## config.mk

```make
export PLATFORM = sky130hd
export DESIGN_NAME = adc_window_level_monitor_top_flat
export DESIGN_NICKNAME = d
export VERILOG_FILES = /design/src/rtl/core/awlm_pkg.sv /design/src/rtl/core/awlm_if.sv /design/src/rtl/core/awlm_ctrl.sv /design/src/rtl/core/awlm_dp.sv /design/src/rtl/core/adc_window_level_monitor_top.sv /design/src/flat_wrapper.sv
export SDC_FILE = /design/constraint.sdc
export NUM_CORES = 1
export LEC_CHECK = 0
export BUFFER_PORTS_ARGS = -buffer_cell sky130_fd_sc_hd__buf_2
export CORE_ASPECT_RATIO = 0.9
export CORE_MARGIN = 8
export CORE_UTILIZATION = 40
export CTS_CLUSTER_DIAMETER = 150
export DETAILED_ROUTE_END_ITERATION = 10
export MAX_ROUTING_LAYER = met4
export PLACE_DENSITY_LB_ADDON = 0.15
export SYNTH_ARGS = -nofsm -noshare
export SYNTH_HDL_FRONTEND = slang
export SYNTH_SLANG_ARGS = --single-unit
```

## constraint.sdc

```tcl
create_clock -name clk -period 7.2 [get_ports clk]
set_clock_uncertainty 0.15 [all_clocks]
set_input_delay 1.08 -clock clk [delete_from_list [all_inputs] [get_ports clk]]
set_output_delay 1.08 -clock clk [all_outputs]
set_load 0.05 [all_outputs]
```

## src/rtl/core/awlm_pkg.sv

```systemverilog
// Shared constants, codes and controller/datapath command types for the level monitor.
`timescale 1ns / 1ps

package awlm_pkg;

    localparam int WINDOW      = 40;
    localparam int SAMPLE_BITS = 12;

    localparam int PTR_W     = (WINDOW > 1) ? $clog2(WINDOW) : 1;
    localparam int FILL_W    = 6;
    localparam int PCT_W     = 7;
    localparam int DIAG_W    = 3;
    localparam int CFG_IDX_W = 3;

    // Window sum and percent numerator widths
    localparam int SUM_W   = $clog2(WINDOW * ((2 ** SAMPLE_BITS) - 1) + 1);
    localparam int NUM_W   = SAMPLE_BITS + PCT_W;
    localparam int DVD_RAW = (SUM_W > NUM_W) ? SUM_W : NUM_W;
    localparam int DVD_W   = DVD_RAW + (DVD_RAW % 2);
    localparam int DSR_W   = (SAMPLE_BITS > FILL_W) ? SAMPLE_BITS : FILL_W;

    // Divider retires two quotient bits per cycle
    localparam int DIV_STEPS = DVD_W / 2;
    localparam int STEP_W    = $clog2(DIV_STEPS + 1);

    localparam logic [PCT_W-1:0] PCT_FULL = PCT_W'(100);

    localparam logic [SAMPLE_BITS-1:0] EMPTY_RST  = SAMPLE_BITS'(0);
    localparam logic [SAMPLE_BITS-1:0] FULL_RST   = SAMPLE_BITS'(4095);
    localparam logic [SAMPLE_BITS-1:0] SPREAD_RST = SAMPLE_BITS'(400);
    localparam logic [SAMPLE_BITS-1:0] LOW_RST    = SAMPLE_BITS'(40);
    localparam logic [SAMPLE_BITS-1:0] HIGH_RST   = SAMPLE_BITS'(4050);

    typedef enum logic [CFG_IDX_W-1:0] {
        CFG_EMPTY_LEVEL  = 3'd0,
        CFG_FULL_LEVEL   = 3'd1,
        CFG_SPREAD_LIMIT = 3'd2,
        CFG_LOW_LIMIT    = 3'd3,
        CFG_HIGH_LIMIT   = 3'd4
    } cfg_idx_t;

    typedef enum logic [DIAG_W-1:0] {
        DIAG_WARMING    = 3'd0,
        DIAG_UNSTABLE   = 3'd1,
        DIAG_STUCK_LOW  = 3'd2,
        DIAG_STUCK_HIGH = 3'd3,
        DIAG_STABLE     = 3'd4
    } diag_t;

    typedef struct packed {
        logic accept;
        logic scan;
        logic div_load_mean;
        logic div_step;
        logic mean_latch;
        logic pct_setup;
        logic pct_latch;
        logic load_out;
    } awlm_cmd_t;

    typedef struct packed {
        logic scan_done;
        logic div_done;
        logic pct_direct;
        logic out_free;
    } awlm_status_t;

endpackage

```

## src/rtl/core/awlm_if.sv

```systemverilog
// Handshake interfaces for the sample, result and configuration channels.
`timescale 1ns / 1ps

interface awlm_sample_if import awlm_pkg::*; ();
    logic                   valid;
    logic                   ready;
    logic [SAMPLE_BITS-1:0] sample;

    modport source (output valid, output sample, input ready);
    modport sink   (input valid, input sample, output ready);
endinterface

interface awlm_result_if import awlm_pkg::*; ();
    logic                   valid;
    logic                   ready;
    logic [SAMPLE_BITS-1:0] window_min;
    logic [SAMPLE_BITS-1:0] window_max;
    logic [SAMPLE_BITS-1:0] window_mean;
    logic [SAMPLE_BITS-1:0] window_spread;
    logic [PCT_W-1:0]       tank_percent;
    logic [DIAG_W-1:0]      diagnosis;
    logic [FILL_W-1:0]      fill_level;

    modport source (output valid, output window_min, output window_max,
                    output window_mean, output window_spread, output tank_percent,
                    output diagnosis, output fill_level, input ready);
    modport sink   (input valid, input window_min, input window_max,
                    input window_mean, input window_spread, input tank_percent,
                    input diagnosis, input fill_level, output ready);
endinterface

interface awlm_cfg_if import awlm_pkg::*; ();
    logic                   valid;
    logic                   ready;
    logic [CFG_IDX_W-1:0]   index;
    logic [SAMPLE_BITS-1:0] data;

    modport source (output valid, output index, output data, input ready);
    modport sink   (input valid, input index, input data, output ready);
endinterface

```

## src/rtl/core/awlm_ctrl.sv

```systemverilog
// Level monitor sequencer: accept, scan, one or two divides, result load.
`timescale 1ns / 1ps

module awlm_ctrl import awlm_pkg::*;
(
    input  logic         clk,
    input  logic         rst_n,
    input  logic         in_valid,
    output logic         in_ready,
    input  awlm_status_t status,
    output awlm_cmd_t    cmd
);

    typedef enum logic [5:0] {
        ST_IDLE = 6'b000001,
        ST_SCAN = 6'b000010,
        ST_DIVM = 6'b000100,
        ST_PCT  = 6'b001000,
        ST_DIVP = 6'b010000,
        ST_OUT  = 6'b100000
    } state_t;

    state_t state_reg, state_next;

    always_comb
    begin
        state_next = state_reg;
        cmd        = '0;
        in_ready   = 1'b0;
        unique case (state_reg)
            ST_IDLE:
            begin
                in_ready = 1'b1;
                if (in_valid)
                begin
                    cmd.accept = 1'b1;
                    state_next = ST_SCAN;
                end
            end
            ST_SCAN:
            begin
                cmd.scan = 1'b1;
                if (status.scan_done)
                begin
                    cmd.div_load_mean = 1'b1;
                    state_next        = ST_DIVM;
                end
            end
            ST_DIVM:
            begin
                cmd.div_step = 1'b1;
                if (status.div_done)
                begin
                    cmd.mean_latch = 1'b1;
                    state_next     = ST_PCT;
                end
            end
            ST_PCT:
            begin
                cmd.pct_setup = 1'b1;
                state_next    = status.pct_direct ? ST_OUT : ST_DIVP;
            end
            ST_DIVP:
            begin
                cmd.div_step = 1'b1;
                if (status.div_done)
                begin
                    cmd.pct_latch = 1'b1;
                    state_next    = ST_OUT;
                end
            end
            ST_OUT:
            begin
                if (status.out_free)
                begin
                    cmd.load_out = 1'b1;
                    state_next   = ST_IDLE;
                end
            end
            default:
            begin
                state_next = ST_IDLE;
            end
        endcase
    end

    always_ff @(posedge clk or negedge rst_n)
    begin
        if (!rst_n)
        begin
            state_reg <= ST_IDLE;
        end
        else
        begin
            state_reg <= state_next;
        end
    end

endmodule

```

## src/rtl/core/awlm_dp.sv

```systemverilog
// Datapath: sample ring, scan accumulator, shared divider, config and result registers.
`timescale 1ns / 1ps

module awlm_dp import awlm_pkg::*;
(
    input  logic                   clk,
    input  logic                   rst_n,
    input  logic [SAMPLE_BITS-1:0] sample,
    input  awlm_cmd_t              cmd,
    output awlm_status_t           status,
    awlm_cfg_if.sink               cfg,
    awlm_result_if.source          results
);

    // Sample ring
    logic [SAMPLE_BITS-1:0] mem [WINDOW];
    logic [SAMPLE_BITS-1:0] rd_data_reg;
    logic [PTR_W-1:0]       rd_addr;

    // Control state
    logic [PTR_W-1:0]  wpos_reg, wpos_next;
    logic [FILL_W-1:0] fill_reg, fill_next;
    logic [FILL_W-1:0] issue_reg, issue_next;
    logic              rd_valid_reg, rd_valid_next;
    logic [STEP_W-1:0] steps_reg, steps_next;
    logic              out_valid_reg, out_valid_next;

    // Configuration
    logic [SAMPLE_BITS-1:0] empty_reg, full_reg, spread_lim_reg, low_lim_reg, high_lim_reg;

    // Payload
    logic [SAMPLE_BITS-1:0] lo_reg, lo_next, hi_reg, hi_next;
    logic [SUM_W-1:0]       sum_reg, sum_next;
    logic [DSR_W-1:0]       rem_reg, rem_next, dsr_reg, dsr_next;
    logic [DVD_W-1:0]       quo_reg, quo_next;
    logic [SAMPLE_BITS-1:0] mean_reg, mean_next;
    logic [PCT_W-1:0]       pct_reg, pct_next;

    logic [SAMPLE_BITS-1:0] o_min_reg, o_max_reg, o_mean_reg, o_spread_reg;
    logic [PCT_W-1:0]       o_pct_reg;
    logic [DIAG_W-1:0]      o_diag_reg;
    logic [FILL_W-1:0]      o_fill_reg;

    logic                   issuing;
    logic                   pct_direct;
    logic [SAMPLE_BITS-1:0] spread;
    diag_t                  diag;
    logic [NUM_W-1:0]       pct_num;

    // Two restoring divide iterations per cycle
    logic [DSR_W:0]   trial1, trial2;
    logic [DSR_W-1:0] rem1, rem2;
    logic             qbit1, qbit2;

    assign cfg.ready = 1'b1;

    always_ff @(posedge clk or negedge rst_n)
    begin
        if (!rst_n)
        begin
            empty_reg      <= EMPTY_RST;
            full_reg       <= FULL_RST;
            spread_lim_reg <= SPREAD_RST;
            low_lim_reg    <= LOW_RST;
            high_lim_reg   <= HIGH_RST;
        end
        else if (cfg.valid)
        begin
            unique case (cfg.index)
                CFG_EMPTY_LEVEL:  empty_reg      <= cfg.data;
                CFG_FULL_LEVEL:   full_reg       <= cfg.data;
                CFG_SPREAD_LIMIT: spread_lim_reg <= cfg.data;
                CFG_LOW_LIMIT:    low_lim_reg    <= cfg.data;
                CFG_HIGH_LIMIT:   high_lim_reg   <= cfg.data;
                default:          ;
            endcase
        end
    end

    assign issuing = cmd.scan && (issue_reg < fill_reg);
    assign rd_addr = issue_reg[PTR_W-1:0];

    always_ff @(posedge clk)
    begin
        if (cmd.accept)
        begin
            mem[wpos_reg] <= sample;
        end
        rd_data_reg <= mem[rd_addr];
    end

    assign pct_direct = (mean_reg <= empty_reg) || (mean_reg >= full_reg);
    assign spread     = hi_reg - lo_reg;
    assign pct_num    = NUM_W'(mean_reg - empty_reg) * NUM_W'(PCT_FULL);

    always_comb
    begin
        trial1 = {rem_reg, quo_reg[DVD_W-1]};
        qbit1  = (trial1 >= {1'b0, dsr_reg});
        rem1   = qbit1 ? DSR_W'(trial1 - {1'b0, dsr_reg}) : trial1[DSR_W-1:0];
        trial2 = {rem1, quo_reg[DVD_W-2]};
        qbit2  = (trial2 >= {1'b0, dsr_reg});
        rem2   = qbit2 ? DSR_W'(trial2 - {1'b0, dsr_reg}) : trial2[DSR_W-1:0];
    end

    always_comb
    begin
        priority if (fill_reg < FILL_W'(WINDOW))
            diag = DIAG_WARMING;
        else if (spread > spread_lim_reg)
            diag = DIAG_UNSTABLE;
        else if (mean_reg < low_lim_reg)
            diag = DIAG_STUCK_LOW;
        else if (mean_reg > high_lim_reg)
            diag = DIAG_STUCK_HIGH;
        else
            diag = DIAG_STABLE;
    end

    always_comb
    begin
        wpos_next      = wpos_reg;
        fill_next      = fill_reg;
        issue_next     = issue_reg;
        rd_valid_next  = 1'b0;
        steps_next     = steps_reg;
        out_valid_next = out_valid_reg;
        lo_next        = lo_reg;
        hi_next        = hi_reg;
        sum_next       = sum_reg;
        rem_next       = rem_reg;
        dsr_next       = dsr_reg;
        quo_next       = quo_reg;
        mean_next      = mean_reg;
        pct_next       = pct_reg;

        if (cmd.accept)
        begin
            wpos_next  = (wpos_reg == PTR_W'(WINDOW - 1)) ? '0 : wpos_reg + PTR_W'(1);
            fill_next  = (fill_reg < FILL_W'(WINDOW)) ? fill_reg + FILL_W'(1) : fill_reg;
            issue_next = '0;
            lo_next    = '1;
            hi_next    = '0;
            sum_next   = '0;
        end

        if (issuing)
        begin
            issue_next    = issue_reg + FILL_W'(1);
            rd_valid_next = 1'b1;
        end

        if (rd_valid_reg)
        begin
            if (rd_data_reg < lo_reg)
                lo_next = rd_data_reg;
            if (rd_data_reg > hi_reg)
                hi_next = rd_data_reg;
            sum_next = sum_reg + SUM_W'(rd_data_reg);
        end

        if (cmd.div_load_mean)
        begin
            rem_next   = '0;
            quo_next   = DVD_W'(sum_reg);
            dsr_next   = DSR_W'(fill_reg);
            steps_next = STEP_W'(DIV_STEPS);
        end
        else if (cmd.pct_setup && !pct_direct)
        begin
            rem_next   = '0;
            quo_next   = DVD_W'(pct_num);
            dsr_next   = DSR_W'(full_reg - empty_reg);
            steps_next = STEP_W'(DIV_STEPS);
        end
        else if (cmd.div_step && (steps_reg != '0))
        begin
            rem_next   = rem2;
            quo_next   = {quo_reg[DVD_W-3:0], qbit1, qbit2};
            steps_next = steps_reg - STEP_W'(1);
        end

        if (cmd.mean_latch)
            mean_next = quo_reg[SAMPLE_BITS-1:0];

        if (cmd.pct_setup && pct_direct)
            pct_next = (mean_reg <= empty_reg) ? '0 : PCT_FULL;
        else if (cmd.pct_latch)
            pct_next = quo_reg[PCT_W-1:0];

        if (cmd.load_out)
            out_valid_next = 1'b1;
        else if (results.ready)
            out_valid_next = 1'b0;
    end

    always_ff @(posedge clk or negedge rst_n)
    begin
        if (!rst_n)
        begin
            wpos_reg      <= '0;
            fill_reg      <= '0;
            issue_reg     <= '0;
            rd_valid_reg  <= 1'b0;
            steps_reg     <= '0;
            out_valid_reg <= 1'b0;
        end
        else
        begin
            wpos_reg      <= wpos_next;
            fill_reg      <= fill_next;
            issue_reg     <= issue_next;
            rd_valid_reg  <= rd_valid_next;
            steps_reg     <= steps_next;
            out_valid_reg <= out_valid_next;
        end
    end

    always_ff @(posedge clk)
    begin
        lo_reg   <= lo_next;
        hi_reg   <= hi_next;
        sum_reg  <= sum_next;
        rem_reg  <= rem_next;
        dsr_reg  <= dsr_next;
        quo_reg  <= quo_next;
        mean_reg <= mean_next;
        pct_reg  <= pct_next;
        if (cmd.load_out)
        begin
            o_min_reg    <= lo_reg;
            o_max_reg    <= hi_reg;
            o_mean_reg   <= mean_reg;
            o_spread_reg <= spread;
            o_pct_reg    <= pct_reg;
            o_diag_reg   <= diag;
            o_fill_reg   <= fill_reg;
        end
    end

    assign status.scan_done  = (issue_reg == fill_reg) && !rd_valid_reg;
    assign status.div_done   = (steps_reg == '0);
    assign status.pct_direct = pct_direct;
    assign status.out_free   = !out_valid_reg || results.ready;

    assign results.valid         = out_valid_reg;
    assign results.window_min    = o_min_reg;
    assign results.window_max    = o_max_reg;
    assign results.window_mean   = o_mean_reg;
    assign results.window_spread = o_spread_reg;
    assign results.tank_percent  = o_pct_reg;
    assign results.diagnosis     = o_diag_reg;
    assign results.fill_level    = o_fill_reg;

endmodule

```

## src/rtl/core/adc_window_level_monitor_top.sv

```systemverilog
// Top level of the sliding-window ADC level monitor.
`timescale 1ns / 1ps
//
// Usage:
//   samples : one 12-bit ADC reading per item (valid/ready).
//   results : one item per sample: min, max, floor mean and spread over the
//             filled window, tank percent, diagnosis and fill level.
//   cfg     : register writes (index 0 empty level, 1 full level, 2 spread
//             limit, 3 low limit, 4 high limit); always ready, write only
//             while no sample is in flight. Other indexes are dropped.
// Flow: one item at a time. An item's work runs from acceptance through
//   a scan of the ring through the single read port of the sample memory,
//   then two passes of the shared divider that retires two quotient bits
//   a cycle (mean, then percentage); the percentage pass is skipped when
//   the percentage clamps at 0 or 100. The result is then registered, and
//   the next sample is taken only once the sequencer is back in idle.
// Stall: the result sits in an output register; the next sample is taken
//   and processed meanwhile, and only the final load waits for the slot.
// Reset: window empty, write position zero, registers at their defaults.
//   The sample memory is not cleared; only written entries are ever read.

module adc_window_level_monitor_top import awlm_pkg::*;
(
    input  logic          clk,
    input  logic          rst_n,
    awlm_sample_if.sink   samples,
    awlm_result_if.source results,
    awlm_cfg_if.sink      cfg
);

    awlm_cmd_t    cmd;
    awlm_status_t status;

    // Sequencer owns input ready and steps the datapath
    awlm_ctrl u_ctrl
    (
        .clk      (clk),
        .rst_n    (rst_n),
        .in_valid (samples.valid),
        .in_ready (samples.ready),
        .status   (status),
        .cmd      (cmd)
    );

    // Ring, accumulators, divider, config and result registers
    awlm_dp u_dp
    (
        .clk     (clk),
        .rst_n   (rst_n),
        .sample  (samples.sample),
        .cmd     (cmd),
        .status  (status),
        .cfg     (cfg),
        .results (results)
    );

    // A result never appears right after a sample is taken
    assert property (@(posedge clk) disable iff (!rst_n)
        (samples.valid && samples.ready) |=> !$rose(results.valid))
        else $error("result raised one cycle after accept");

    // Window always holds at least the newest sample
    assert property (@(posedge clk) disable iff (!rst_n)
        results.valid |-> (results.fill_level != '0))
        else $error("result with empty window");

    // Warming diagnosis exactly while the window is filling
    assert property (@(posedge clk) disable iff (!rst_n)
        results.valid |-> ((results.diagnosis == DIAG_WARMING)
                           == (results.fill_level < FILL_W'(WINDOW))))
        else $error("warming diagnosis mismatch");

    // Mean lies between min and max
    assert property (@(posedge clk) disable iff (!rst_n)
        results.valid |-> ((results.window_min <= results.window_mean)
                           && (results.window_mean <= results.window_max)))
        else $error("mean outside min/max");

endmodule

```

## src/flat_wrapper.sv

```systemverilog
// flat-port wrapper written by rule: the top's interface ports become plain ports
module adc_window_level_monitor_top_flat import awlm_pkg::*;
  (clk, rst_n, samples_valid, samples_sample, samples_ready, results_valid, results_window_min, results_window_max, results_window_mean, results_window_spread, results_tank_percent, results_diagnosis, results_fill_level, results_ready, cfg_valid, cfg_index, cfg_data, cfg_ready);
  awlm_sample_if samples_i ();
  awlm_result_if results_i ();
  awlm_cfg_if cfg_i ();
  input  logic clk;
  input  logic rst_n;
  input wire logic [$bits(samples_i.valid)-1:0] samples_valid;
  input wire logic [$bits(samples_i.sample)-1:0] samples_sample;
  output wire logic [$bits(samples_i.ready)-1:0] samples_ready;
  output wire logic [$bits(results_i.valid)-1:0] results_valid;
  output wire logic [$bits(results_i.window_min)-1:0] results_window_min;
  output wire logic [$bits(results_i.window_max)-1:0] results_window_max;
  output wire logic [$bits(results_i.window_mean)-1:0] results_window_mean;
  output wire logic [$bits(results_i.window_spread)-1:0] results_window_spread;
  output wire logic [$bits(results_i.tank_percent)-1:0] results_tank_percent;
  output wire logic [$bits(results_i.diagnosis)-1:0] results_diagnosis;
  output wire logic [$bits(results_i.fill_level)-1:0] results_fill_level;
  input wire logic [$bits(results_i.ready)-1:0] results_ready;
  input wire logic [$bits(cfg_i.valid)-1:0] cfg_valid;
  input wire logic [$bits(cfg_i.index)-1:0] cfg_index;
  input wire logic [$bits(cfg_i.data)-1:0] cfg_data;
  output wire logic [$bits(cfg_i.ready)-1:0] cfg_ready;
  assign samples_i.valid = samples_valid;
  assign samples_i.sample = samples_sample;
  assign samples_ready = samples_i.ready;
  assign results_valid = results_i.valid;
  assign results_window_min = results_i.window_min;
  assign results_window_max = results_i.window_max;
  assign results_window_mean = results_i.window_mean;
  assign results_window_spread = results_i.window_spread;
  assign results_tank_percent = results_i.tank_percent;
  assign results_diagnosis = results_i.diagnosis;
  assign results_fill_level = results_i.fill_level;
  assign results_i.ready = results_ready;
  assign cfg_i.valid = cfg_valid;
  assign cfg_i.index = cfg_index;
  assign cfg_i.data = cfg_data;
  assign cfg_ready = cfg_i.ready;
  adc_window_level_monitor_top u_core (.clk(clk), .rst_n(rst_n), .samples(samples_i), .results(results_i), .cfg(cfg_i));
endmodule
```

[Word-level counts from Yosys, hierarchy flattened]
Memory sizes are Yosys's and may differ from the RTL's. A register that Yosys moved wholly into a read port is not among the register bits.
Cells that the tools add are included.
Storage, ports and cells
  flip-flop bits (word level): 259
  bits in writable memories: 480
  input port bits: 32
  output and inout port bits: 67
  word-level logic and storage cells: 154
  memories kept: 1
Operators by class
  add/subtract/negate cells: 10
  multipliers: 1
  order comparisons: 11
  equality and inequality tests: 17
  mux-type cells: 51
  reduce and logical (&&, ||, !) cells: 31
Memories
  u_core.u_dp.mem: depth 40, width 12, read ports 1, clocked after Yosys merged registers in 1, wr ports 1, line awlm_dp.sv:16  | logic [SAMPLE_BITS-1:0] mem [WINDOW];
Operators by type and width (count)
  12-bit two-way mux: 8
  6-bit two-way mux: 11
  18-bit two-way mux: 3
  12-bit subtractor: 4
  19-bit two-way mux: 2
  12-bit > comparator: 3
  6-bit case mux with 6 select lines: 1
  13-bit by 12-bit >= comparator with 1-bit output: 2
  12-bit < comparator: 2
  7-bit two-way mux: 3
  19-bit by 5-bit multiplier with 17-bit output (second input constant): 1
  18-bit by 12-bit adder with 18-bit output: 1
  6-bit by 1-bit adder with 6-bit output (second input constant): 3
  1-bit two-way mux: 17
  12-bit by 12-bit subtractor with 13-bit output: 1
  6-bit == test (second input constant): 2
  12-bit >= comparator: 1
  12-bit <= comparator: 1
  4-bit two-way mux: 3
  2-bit AND reduction: 6
  2-bit nonzero test: 6
  2-bit by 1-bit inequality test with 1-bit output (second input constant): 4
  3-bit by 2-bit == test with 1-bit output (second input constant): 2
  6-bit by 1-bit == test with 1-bit output (second input constant): 1
  23 further kinds: 33

[Depth between registers and ports, before layout]
Gate-level depths: netlist of run 1.
  depth after elaboration: 7
  gate-level depth with buffers: 23
  mapped depth without buffers: 23

[Hierarchy]
From an unflattened synthesis of run 1, not the netlist that was laid out.
Unflattened totals
  cells, all modules: 2387
  area total of the unflattened synthesis: 34913.5 sq um
Modules (own cells, without submodules)
  awlm_dp: instances 1, cells an instance 2336, area each 34451.8 sq um, seq. area each 21421.8 sq um
  awlm_ctrl: instances 1, cells an instance 51, area each 461.7 sq um, seq. area each 151.4 sq um

[Worst setup path before layout of run 1]
No wires, ideal clock.
  path kind: reg2reg
  from: register u_core.u_dp.mean_reg[0]
  to: register u_core.u_dp.quo_reg[16] (data pin)
  setup time: 0.268 ns
  data arrival time: 4.639 ns
  data required time: 6.782 ns
  slack: 2.143 ns
  stages on the path, launching flop included: 23
  path buffers: 0
  clock period less this slack: 5.057 ns
  cells stage by stage: edfxtp_1 -> inv_1 -> ha_1 -> inv_1 -> fa_1 -> a21o_1 -> a21oi_1 -> o21ai_0 -> a21oi_1 -> xor2_1 -> inv_1 -> ha_1 -> ha_1 -> inv_1 -> fa_1 -> inv_1 -> ha_1 -> a2111oi_0 -> nor4_1 -> a211oi_1 -> xnor2_1 -> mux2i_1 -> o21ai_0
On the way
  longest elaborated chain between the ends: 6
  elaborated cells between the ends (all ways): 9
  those cells by class: add/sub: 1; mul: 1; order compare: 2; mux: 2; reduce/logical: 3
Ends and longest elaborated chain
  from (decl): line awlm_dp.sv:36  | logic [SAMPLE_BITS-1:0] mean_reg, mean_next;
  from (signal assigned): line awlm_dp.sv:227  | mean_reg <= mean_next;
  parallel branches: the longest is 4 deep, another holds 19-bit by 5-bit multiplier with 17-bit output
  19-bit two-way mux *: line awlm_dp.sv:169  | else if (cmd.pct_setup && !pct_direct)
  18-bit two-way mux *: line awlm_dp.sv:162  | if (cmd.div_load_mean)
  named net u_core.u_dp.quo_next[16]: line awlm_dp.sv:35  | logic [DVD_W-1:0] quo_reg, quo_next;
  to (signal assigned): line awlm_dp.sv:226  | quo_reg <= quo_next;
  to (decl): line awlm_dp.sv:35
Mark *: on every way through the listed nets, which the timed path passes.
A chain may end at the register's enable or synchronous reset.

[Final worst setup path of run 1]
Same ends and word-level chain as after synthesis.

==> flow_metrics.py, run 1 <==
metrics = {
    "detailed_routing": {
        "final_antenna_net_count": 0,
        "wl_um": 81200,
        "drt_iter0_markers": 1453,
        "vias": 19700,
        "wl_per_cell_um": 21.8,
        "dr.pass1.iters": 5,
        "drc_errors": 0,
        "via_per_inst": 5.30,
    },
    "synthesis": {
        "yosysWarnings": 0,
        "synth_area_mm2": 0.0346,
        "netlist.area_leader.share": 0.525,
        "synth_ff_type": "edfxtp_1",
        "synth-seq-area-share": 0.623,
        "synth_area_leaders": "edfxtp_1, mux4_2, ha_1, dfrtp_1, dfxtp_1",
        "synthCells": 2353,
        "ys_async_sr_fraction": 0.120,
        "synth_edf_count": 605,
        "synth.distinct_cells": 74,
        "synth_nets": 2586,
        "synth.avg_cell_area_um2": 14.7,
        "synth_top_area_cell": "edfxtp_1",
        "ys_ff_latch": 751,
    },
    "worst_setup_path": {
        "cp_cell_sequence": "inv_1 -> ha_1 -> inv_1 -> fa_1 -> a21o_1 -> a21oi_1 -> o21ai_0 -> a21oi_1 -> xor2_1 -> inv_1 -> ha_1 -> ha_1 -> inv_1 -> fa_1 -> inv_1 -> ha_1 -> a2111oi_0 -> nor4_1 -> a211oi_1 -> xnor2_1 -> mux2i_1 -> o21ai_0",
        "r2r-end": "u_core.u_dp.quo_reg[16]$_DFFE_PP_",
        "critPathLaunchType": "flip-flop",
        "path_max_fanout": 4,
        "setup.worst_path.start": "u_core.u_dp.mean_reg[0]$_DFFE_PP_",
        "r2r_slack_ps": 1460,
        "r2r_cells": 22,
        "cp.arrival_ps": 5950,
        "endpoint": "u_core.u_dp.quo_reg[16]$_DFFE_PP_",
        "end_kind": "flip-flop",
        "cp_common_cell": "inv_1",
        "r2r_start": "u_core.u_dp.mean_reg[0]$_DFFE_PP_",
        "slowest_delay_ps": 550,
        "cp_slowest_cell": "fa_1",
        "criticalPathCategory": "flip-flop to flip-flop",
        "required_ps": 7410,
    },
    "floorplanning": {
        "io-pin-count": 99,
        "initial_core_util": 0.403,
        "coreArea_mm2": 0.0859,
        "fp-row-count": 102,
        "die_w_um": 326,
        "dieHeight_um": 295,
        "die_area_mm2": 0.0962,
    },
    "grt": {
        "antenna_found_initial": 0,
        "grt_pass1_wl_um": 125000,
        "grt_pass1_vias": 20300,
        "grtUsageTotal": 0.172,
        "grt_max_degree": 101,
        "overflow": 0,
    },
    "sta": {
        "slew_viol_final": 0,
        "slew_headroom": 0.182,
        "finalSetupViolCount": 0,
        "fmax_mhz": 174,
        "final.period_utilization": 0.798,
        "worst_slew_pin_slew_ps": 1220,
        "tns_ps": 0,
        "rsz0062_at_grt": "false",
        "fin_crit_ps": 5740,
        "holdWs_ps": 230,
        "hold_violations": 0,
    },
    "run_status": {
        "status": "complete, no violations",
    },
    "power_and_ir_drop": {
        "finalPower_uw": 15800,
        "p_leak_uw": 0.0144,
        "irDropWorstVdd_uv": 277,
        "p_per_area_mw_per_mm2": 404,
    },
    "cells_and_area": {
        "largest_reg_flops": 480,
        "final_layout_size_suffix_gt1_frac": 0.193,
        "syn_to_final_growth_pct": 13.2,
        "fillers": 7611,
        "insertedDiodeCount": 0,
        "finish.net_count": 2742,
    },
    "clock_tree": {
        "cts_tree": "yes",
        "path_clk_slew_ps": 60,
        "cts_max_level": 3,
        "post_cts.repair.setup_buffers": 0,
        "cts.sinks": 751,
        "cts_buffers": 80,
        "ctsResizeCount": 0,
        "clkLatencyLatePin_ps": 640,
        "postCtsHoldBufs": 0,
        "root_buffer": "clkbuf_16",
        "cts_buffer_depth": 3,
    },
    "placed_design": {
        "port_buffers": 97,
        "gp_congestion": 0.829,
        "hpwl_um": 54800,
    },
    "hold_path": {
        "hold_class": "input port to asynchronous set/reset pin",
    },
    "flow_run": {
        "maxCapViolCount": 0,
    },
}
-- worst min path at each step --
stage                                         start                                            end  cells past startpoint
2_1_floorplan  u_core.u_dp.pct_reg[0]$_SDFFCE_PP0P_  u_core.u_dp.results.tank_percent[0]$_DFFE_PP_                      0
3_3_place_gp   u_core.u_dp.pct_reg[0]$_SDFFCE_PP0P_  u_core.u_dp.results.tank_percent[0]$_DFFE_PP_                      0
3_5_place_dp       u_core.u_dp.pct_reg[6]$_DFFE_PP_  u_core.u_dp.results.tank_percent[6]$_DFFE_PP_                      0
4_1_cts                                       rst_n        u_core.u_dp.low_lim_reg[11]$_DFFE_PN0P_                      1
5_1_grt                                       rst_n        u_core.u_dp.low_lim_reg[11]$_DFFE_PN0P_                      1
6_report                                      rst_n        u_core.u_dp.low_lim_reg[11]$_DFFE_PN0P_                      1
-- metrics by stage --
| step | instance area, um2 | util | setup WS (ps) | instances |
|---|---|---|---|---|
| 6_report | 39200 | 0.456 | 1460 | 3718 |
| 5_1_grt | 39200 | 0.456 | 1080 | 3718 |
| 4_1_cts | 39200 | 0.456 | 1470 | 3718 |
| 3_5_place_dp | 36700 | 0.427 | 1500 | 3571 |
| 3_3_place_gp | 36700 | 0.427 | 1630 | 3571 |
| 2_1_floorplan | 34600 | - | 2140 | 2353 |
-- layout by cell type, fill, tap and decap left out, drive strengths merged, types with 11 or more instances in the layout --
cell type  instances
a22o              13
nand4             21
mux2i             37
o21a              16
xnor2             60
a31oi             14
dfstp             26
nand2            138
buf              152
mux4             144
a211oi            25
nand3b            11
nand3             22
edfxtp           605
mux2              34
nor2             127
and2              22
dfxtp             56
ha               186
clkbuf           100
a21oi             83
nor2b             36
o21ai            116
fa                15
a21o              36
clkinv            35
inv              179
nand2b            17
nor3              29
xor2              24
dfrtp             64
-- report_power, final --
group / switching (uW) / total (uW) / internal, uW
clock: 1750 / 4000 / 2250
sequential: 452 / 5620 / 5170
combinational: 3360 / 6210 / 2850
-- kinds of logic (layout without fill, tap and decap cells) --
family	after synthesis	in the layout	synth area share
xor+xnor	84	84	0.0213
fa+ha+maj	201	201	0.0759
other cells	1	1	0.000108
compound gates	380	380	0.0706
buf+inv	250	471	0.0282
flops	751	751	0.623
mux	215	215	0.115
simple gates	471	471	0.0654
-- critical path, delay by kind of cell, from the launching register on --
family                     cells  cell delay (ps)
adders and majority gates      6             1980
DFF                            1              400
and+or+nand+nor                1              140
buffers and inverters          5              410
xor gates and xnor gates       2              440
muxes                          1              130
AOI/OAI and AO/OA              7             1810
-- layer usage --
layer | global-route usage | vias up | part of all wire
met1 | 0.229 | 9947 | 0.45
met5 | - | - | 0
met2 | 0.277 | 394 | 0.48
li1 | - | 9246 | -
met4 | 0.0446 | 0 | 0.024
met3 | 0.0284 | 130 | 0.040
-- cells in the mapped netlist (54+ instances only) --
cell type,instances
dfxtp_1,56
ha_1,186
dfrtp_1,64
a21oi_1,82
nor2_1,127
nand2_1,138
xnor2_1,60
clkbuf_1,54
edfxtp_1,605
o21ai_0,114
inv_1,172
mux4_2,144
-- area by class of cell --
cell class                 instances  area, um2  area share
timing repair buffer             152        913      0.0233
multi-input combinational       1352      12100       0.308
tap                             1144       1430      0.0365
clock inverter                    47        437      0.0111
clock buffer                     100       2110      0.0537
inverter                         172        646      0.0165
sequential                       751      21600       0.550
Power figures use the tool's default switching activity.
==> run 2: changes to the inputs <==
==> constraint.sdc (replaced) <==
create_clock -name clk -period 5.85 [get_ports clk]
set_clock_uncertainty 0.15 [all_clocks]
set_input_delay 0.8775 -clock clk [delete_from_list [all_inputs] [get_ports clk]]
set_output_delay 0.8775 -clock clk [all_outputs]
set_load 0.05 [all_outputs]
==> flow_metrics.py, run 2 (synthesized netlist as in run 1, its figures left out) <==
metrics = {
    "detailed_routing": {
        "final_antenna_net_count": 0,
        "via_per_inst": 5.35,
        "drt_iter0_markers": 1463,
        "wl_per_cell_um": 22.1,
        "wl_um": 82500,
        "dr.pass1.iters": 6,
        "vias": 19900,
        "drc_errors": 0,
    },
    "placed_design": {
        "port_buffers": 97,
        "hpwl_um": 56100,
        "dp_cells": 3582,
        "gp_congestion": 0.840,
    },
    "clock_tree": {
        "root_buffer": "clkbuf_16",
        "clkLatencyLatePin_ps": 650,
        "cts_max_level": 3,
        "path_clk_slew_ps": 60,
        "cts_tree": "yes",
        "cts.sinks": 751,
        "post_cts.repair.setup_buffers": 0,
        "cts_buffer_depth": 3,
        "cts_buffers": 81,
    },
    "cells_and_area": {
        "insertedDiodeCount": 0,
        "fin_cells": 3728,
        "final_layout_size_suffix_gt1_frac": 0.196,
        "finish.net_count": 2754,
        "syn_to_final_growth_pct": 13.6,
        "final_cell_mix": "edfxtp_1, ha_1, inv_1",
        "final_common_cell": "edfxtp_1",
        "fin_util": 0.458,
        "largest_reg_flops": 480,
    },
    "worst_setup_path": {
        "cp_num_buf_inv": 1,
        "critPathLaunchType": "flip-flop",
        "cp.arrival_ps": 5860,
        "r2r_start": "u_core.u_dp.dsr_reg[1]$_DFFE_PP_",
        "cp_slowest_cell": "a311oi_2",
        "end_kind": "flip-flop",
        "cp_cell_sequence": "inv_1 -> ha_1 -> nor2b_1 -> o31a_1 -> o31a_1 -> o211ai_1 -> a21oi_1 -> mux2_2 -> ha_1 -> o21ai_0 -> a21oi_1 -> o211ai_1 -> a311oi_1 -> a311oi_2 -> nor2_1 -> a221o_1",
        "path_max_fanout": 13,
        "criticalPathCategory": "flip-flop to flip-flop",
        "r2r_cells": 16,
        "required_ps": 6210,
        "crit_family": "compound AO/OA/AOI/OAI gates",
        "slowest_delay_ps": 810,
        "r2r_slack_ps": 350,
        "r2r-end": "u_core.u_dp.rem_reg[10]$_SDFFE_PP0P_",
    },
    "sta": {
        "tns_ps": 0,
        "finalSetupViolCount": 0,
        "fmax_mhz": 182,
        "slew_viol_final": 0,
        "worst_slew_pin_slew_ps": 1210,
        "fin_crit_ps": 5500,
        "slew_headroom": 0.191,
        "final.period_utilization": 0.940,
        "hold_violations": 0,
        "rsz0062_at_grt": "false",
    },
    "power_and_ir_drop": {
        "power.switching_uw": 6880,
        "p_per_area_mw_per_mm2": 499,
        "power_frac_seq": 0.352,
        "finalPower_uw": 19600,
        "power.share.clock": 0.253,
        "p_int_uw": 12700,
        "irDropWorstVdd_uv": 340,
        "swShare": 0.351,
        "power_frac_comb": 0.395,
        "p_leak_uw": 0.0144,
    },
    "floorplanning": {
        "io-pin-count": 99,
        "dieHeight_um": 295,
        "coreArea_mm2": 0.0859,
        "initial_core_util": 0.403,
        "fp-row-count": 102,
        "die_w_um": 326,
        "die_area_mm2": 0.0962,
    },
    "grt": {
        "grt_pass1_vias": 20800,
        "overflow": 0,
        "grtUsageTotal": 0.177,
        "grt_pass1_wl_um": 128000,
        "antenna_found_initial": 0,
        "grt_max_degree": 57,
    },
    "hold_path": {
        "hold_class": "input port to asynchronous set/reset pin",
    },
    "run_status": {
        "status": "complete, no violations",
    },
    "flow_run": {
        "maxCapViolCount": 0,
    },
}
[run 2: cell count changes in the layout (fill, tap and decap cells not counted), sizes merged]
cell    change
buf        +11
inv         -3
clkbuf      +7
bufinv      -1
clkinv      -4
[run 2: worst max-delay path by stage]
stage                                      startpoint  slack, ps  cells after the start                                    to
finish               u_core.u_dp.dsr_reg[1]$_DFFE_PP_        350                     16  u_core.u_dp.rem_reg[10]$_SDFFE_PP0P_
global route         u_core.u_dp.dsr_reg[1]$_DFFE_PP_         60                     16  u_core.u_dp.rem_reg[10]$_SDFFE_PP0P_
CTS                 u_core.u_dp.mean_reg[0]$_DFFE_PP_        360                     22     u_core.u_dp.quo_reg[16]$_DFFE_PP_
detailed placement  u_core.u_dp.mean_reg[0]$_DFFE_PP_        360                     22     u_core.u_dp.quo_reg[16]$_DFFE_PP_
global placement    u_core.u_dp.mean_reg[0]$_DFFE_PP_        400                     22     u_core.u_dp.quo_reg[16]$_DFFE_PP_
floorplan           u_core.u_dp.mean_reg[0]$_DFFE_PP_        790                     22     u_core.u_dp.quo_reg[16]$_DFFE_PP_
[run 2: what timing repair did]
action,CTS,global route
hold buffers,0,0
hold endpoints to repair,0,0
resized for setup,0,2
endpoints found under the setup margin,0,2
[run 2: worst register-to-register path: stages, from the launching register on]
cell	delay, ps
edfxtp_1	320
inv_1	110
ha_1	330
nor2b_1	180
o31a_1	190
o31a_1	230
o211ai_1	120
a21oi_1	590
mux2_2	440
ha_1	360
o21ai_0	190
a21oi_1	110
o211ai_1	320
a311oi_1	200
a311oi_2	810
nor2_1	330
a221o_1	400
[run 2: power by group through the flow]
stage	Clock, uW	Combinational, uW	Sequential (uW)
6_report	4970	7750	6900
5_1_grt	5300	8730	6970
4_1_cts	5100	7800	6920
3_5_place_dp	0	7730	7020
3_3_place_gp	0	7590	7010
2_1_floorplan	0	6020	6690
[run 2: cell type report]
type / instances / area (um2)
Clock inverter: 39 / 338
Fill cell: 7583 / 46600
Timing Repair Buffer: 163 / 996
Tap cell: 1144 / 1430
Multi-Input combinational cell: 1352 / 12100
Inverter: 172 / 646
Sequential cell: 751 / 21600
Clock buffer: 107 / 2240
[run 2: through the flow]
step	cell area, um2	hold WS, ps	setup WS (ps)
4_1_cts	39300	160	355
6_report	39300	147	353
3_5_place_dp	36700	267	361
5_1_grt	39300	181	61.7
2_1_floorplan	34600	250	793
3_3_place_gp	36700	268	398
[run 2: per-layer routing]
metal,vias up,wire (um),GRT usage
li1,9267,-,-
met1,10100,37100,0.231
met2,415,39600,0.289
met3,125,3630,0.0267
met4,0,2110,0.0487
met5,-,0,-
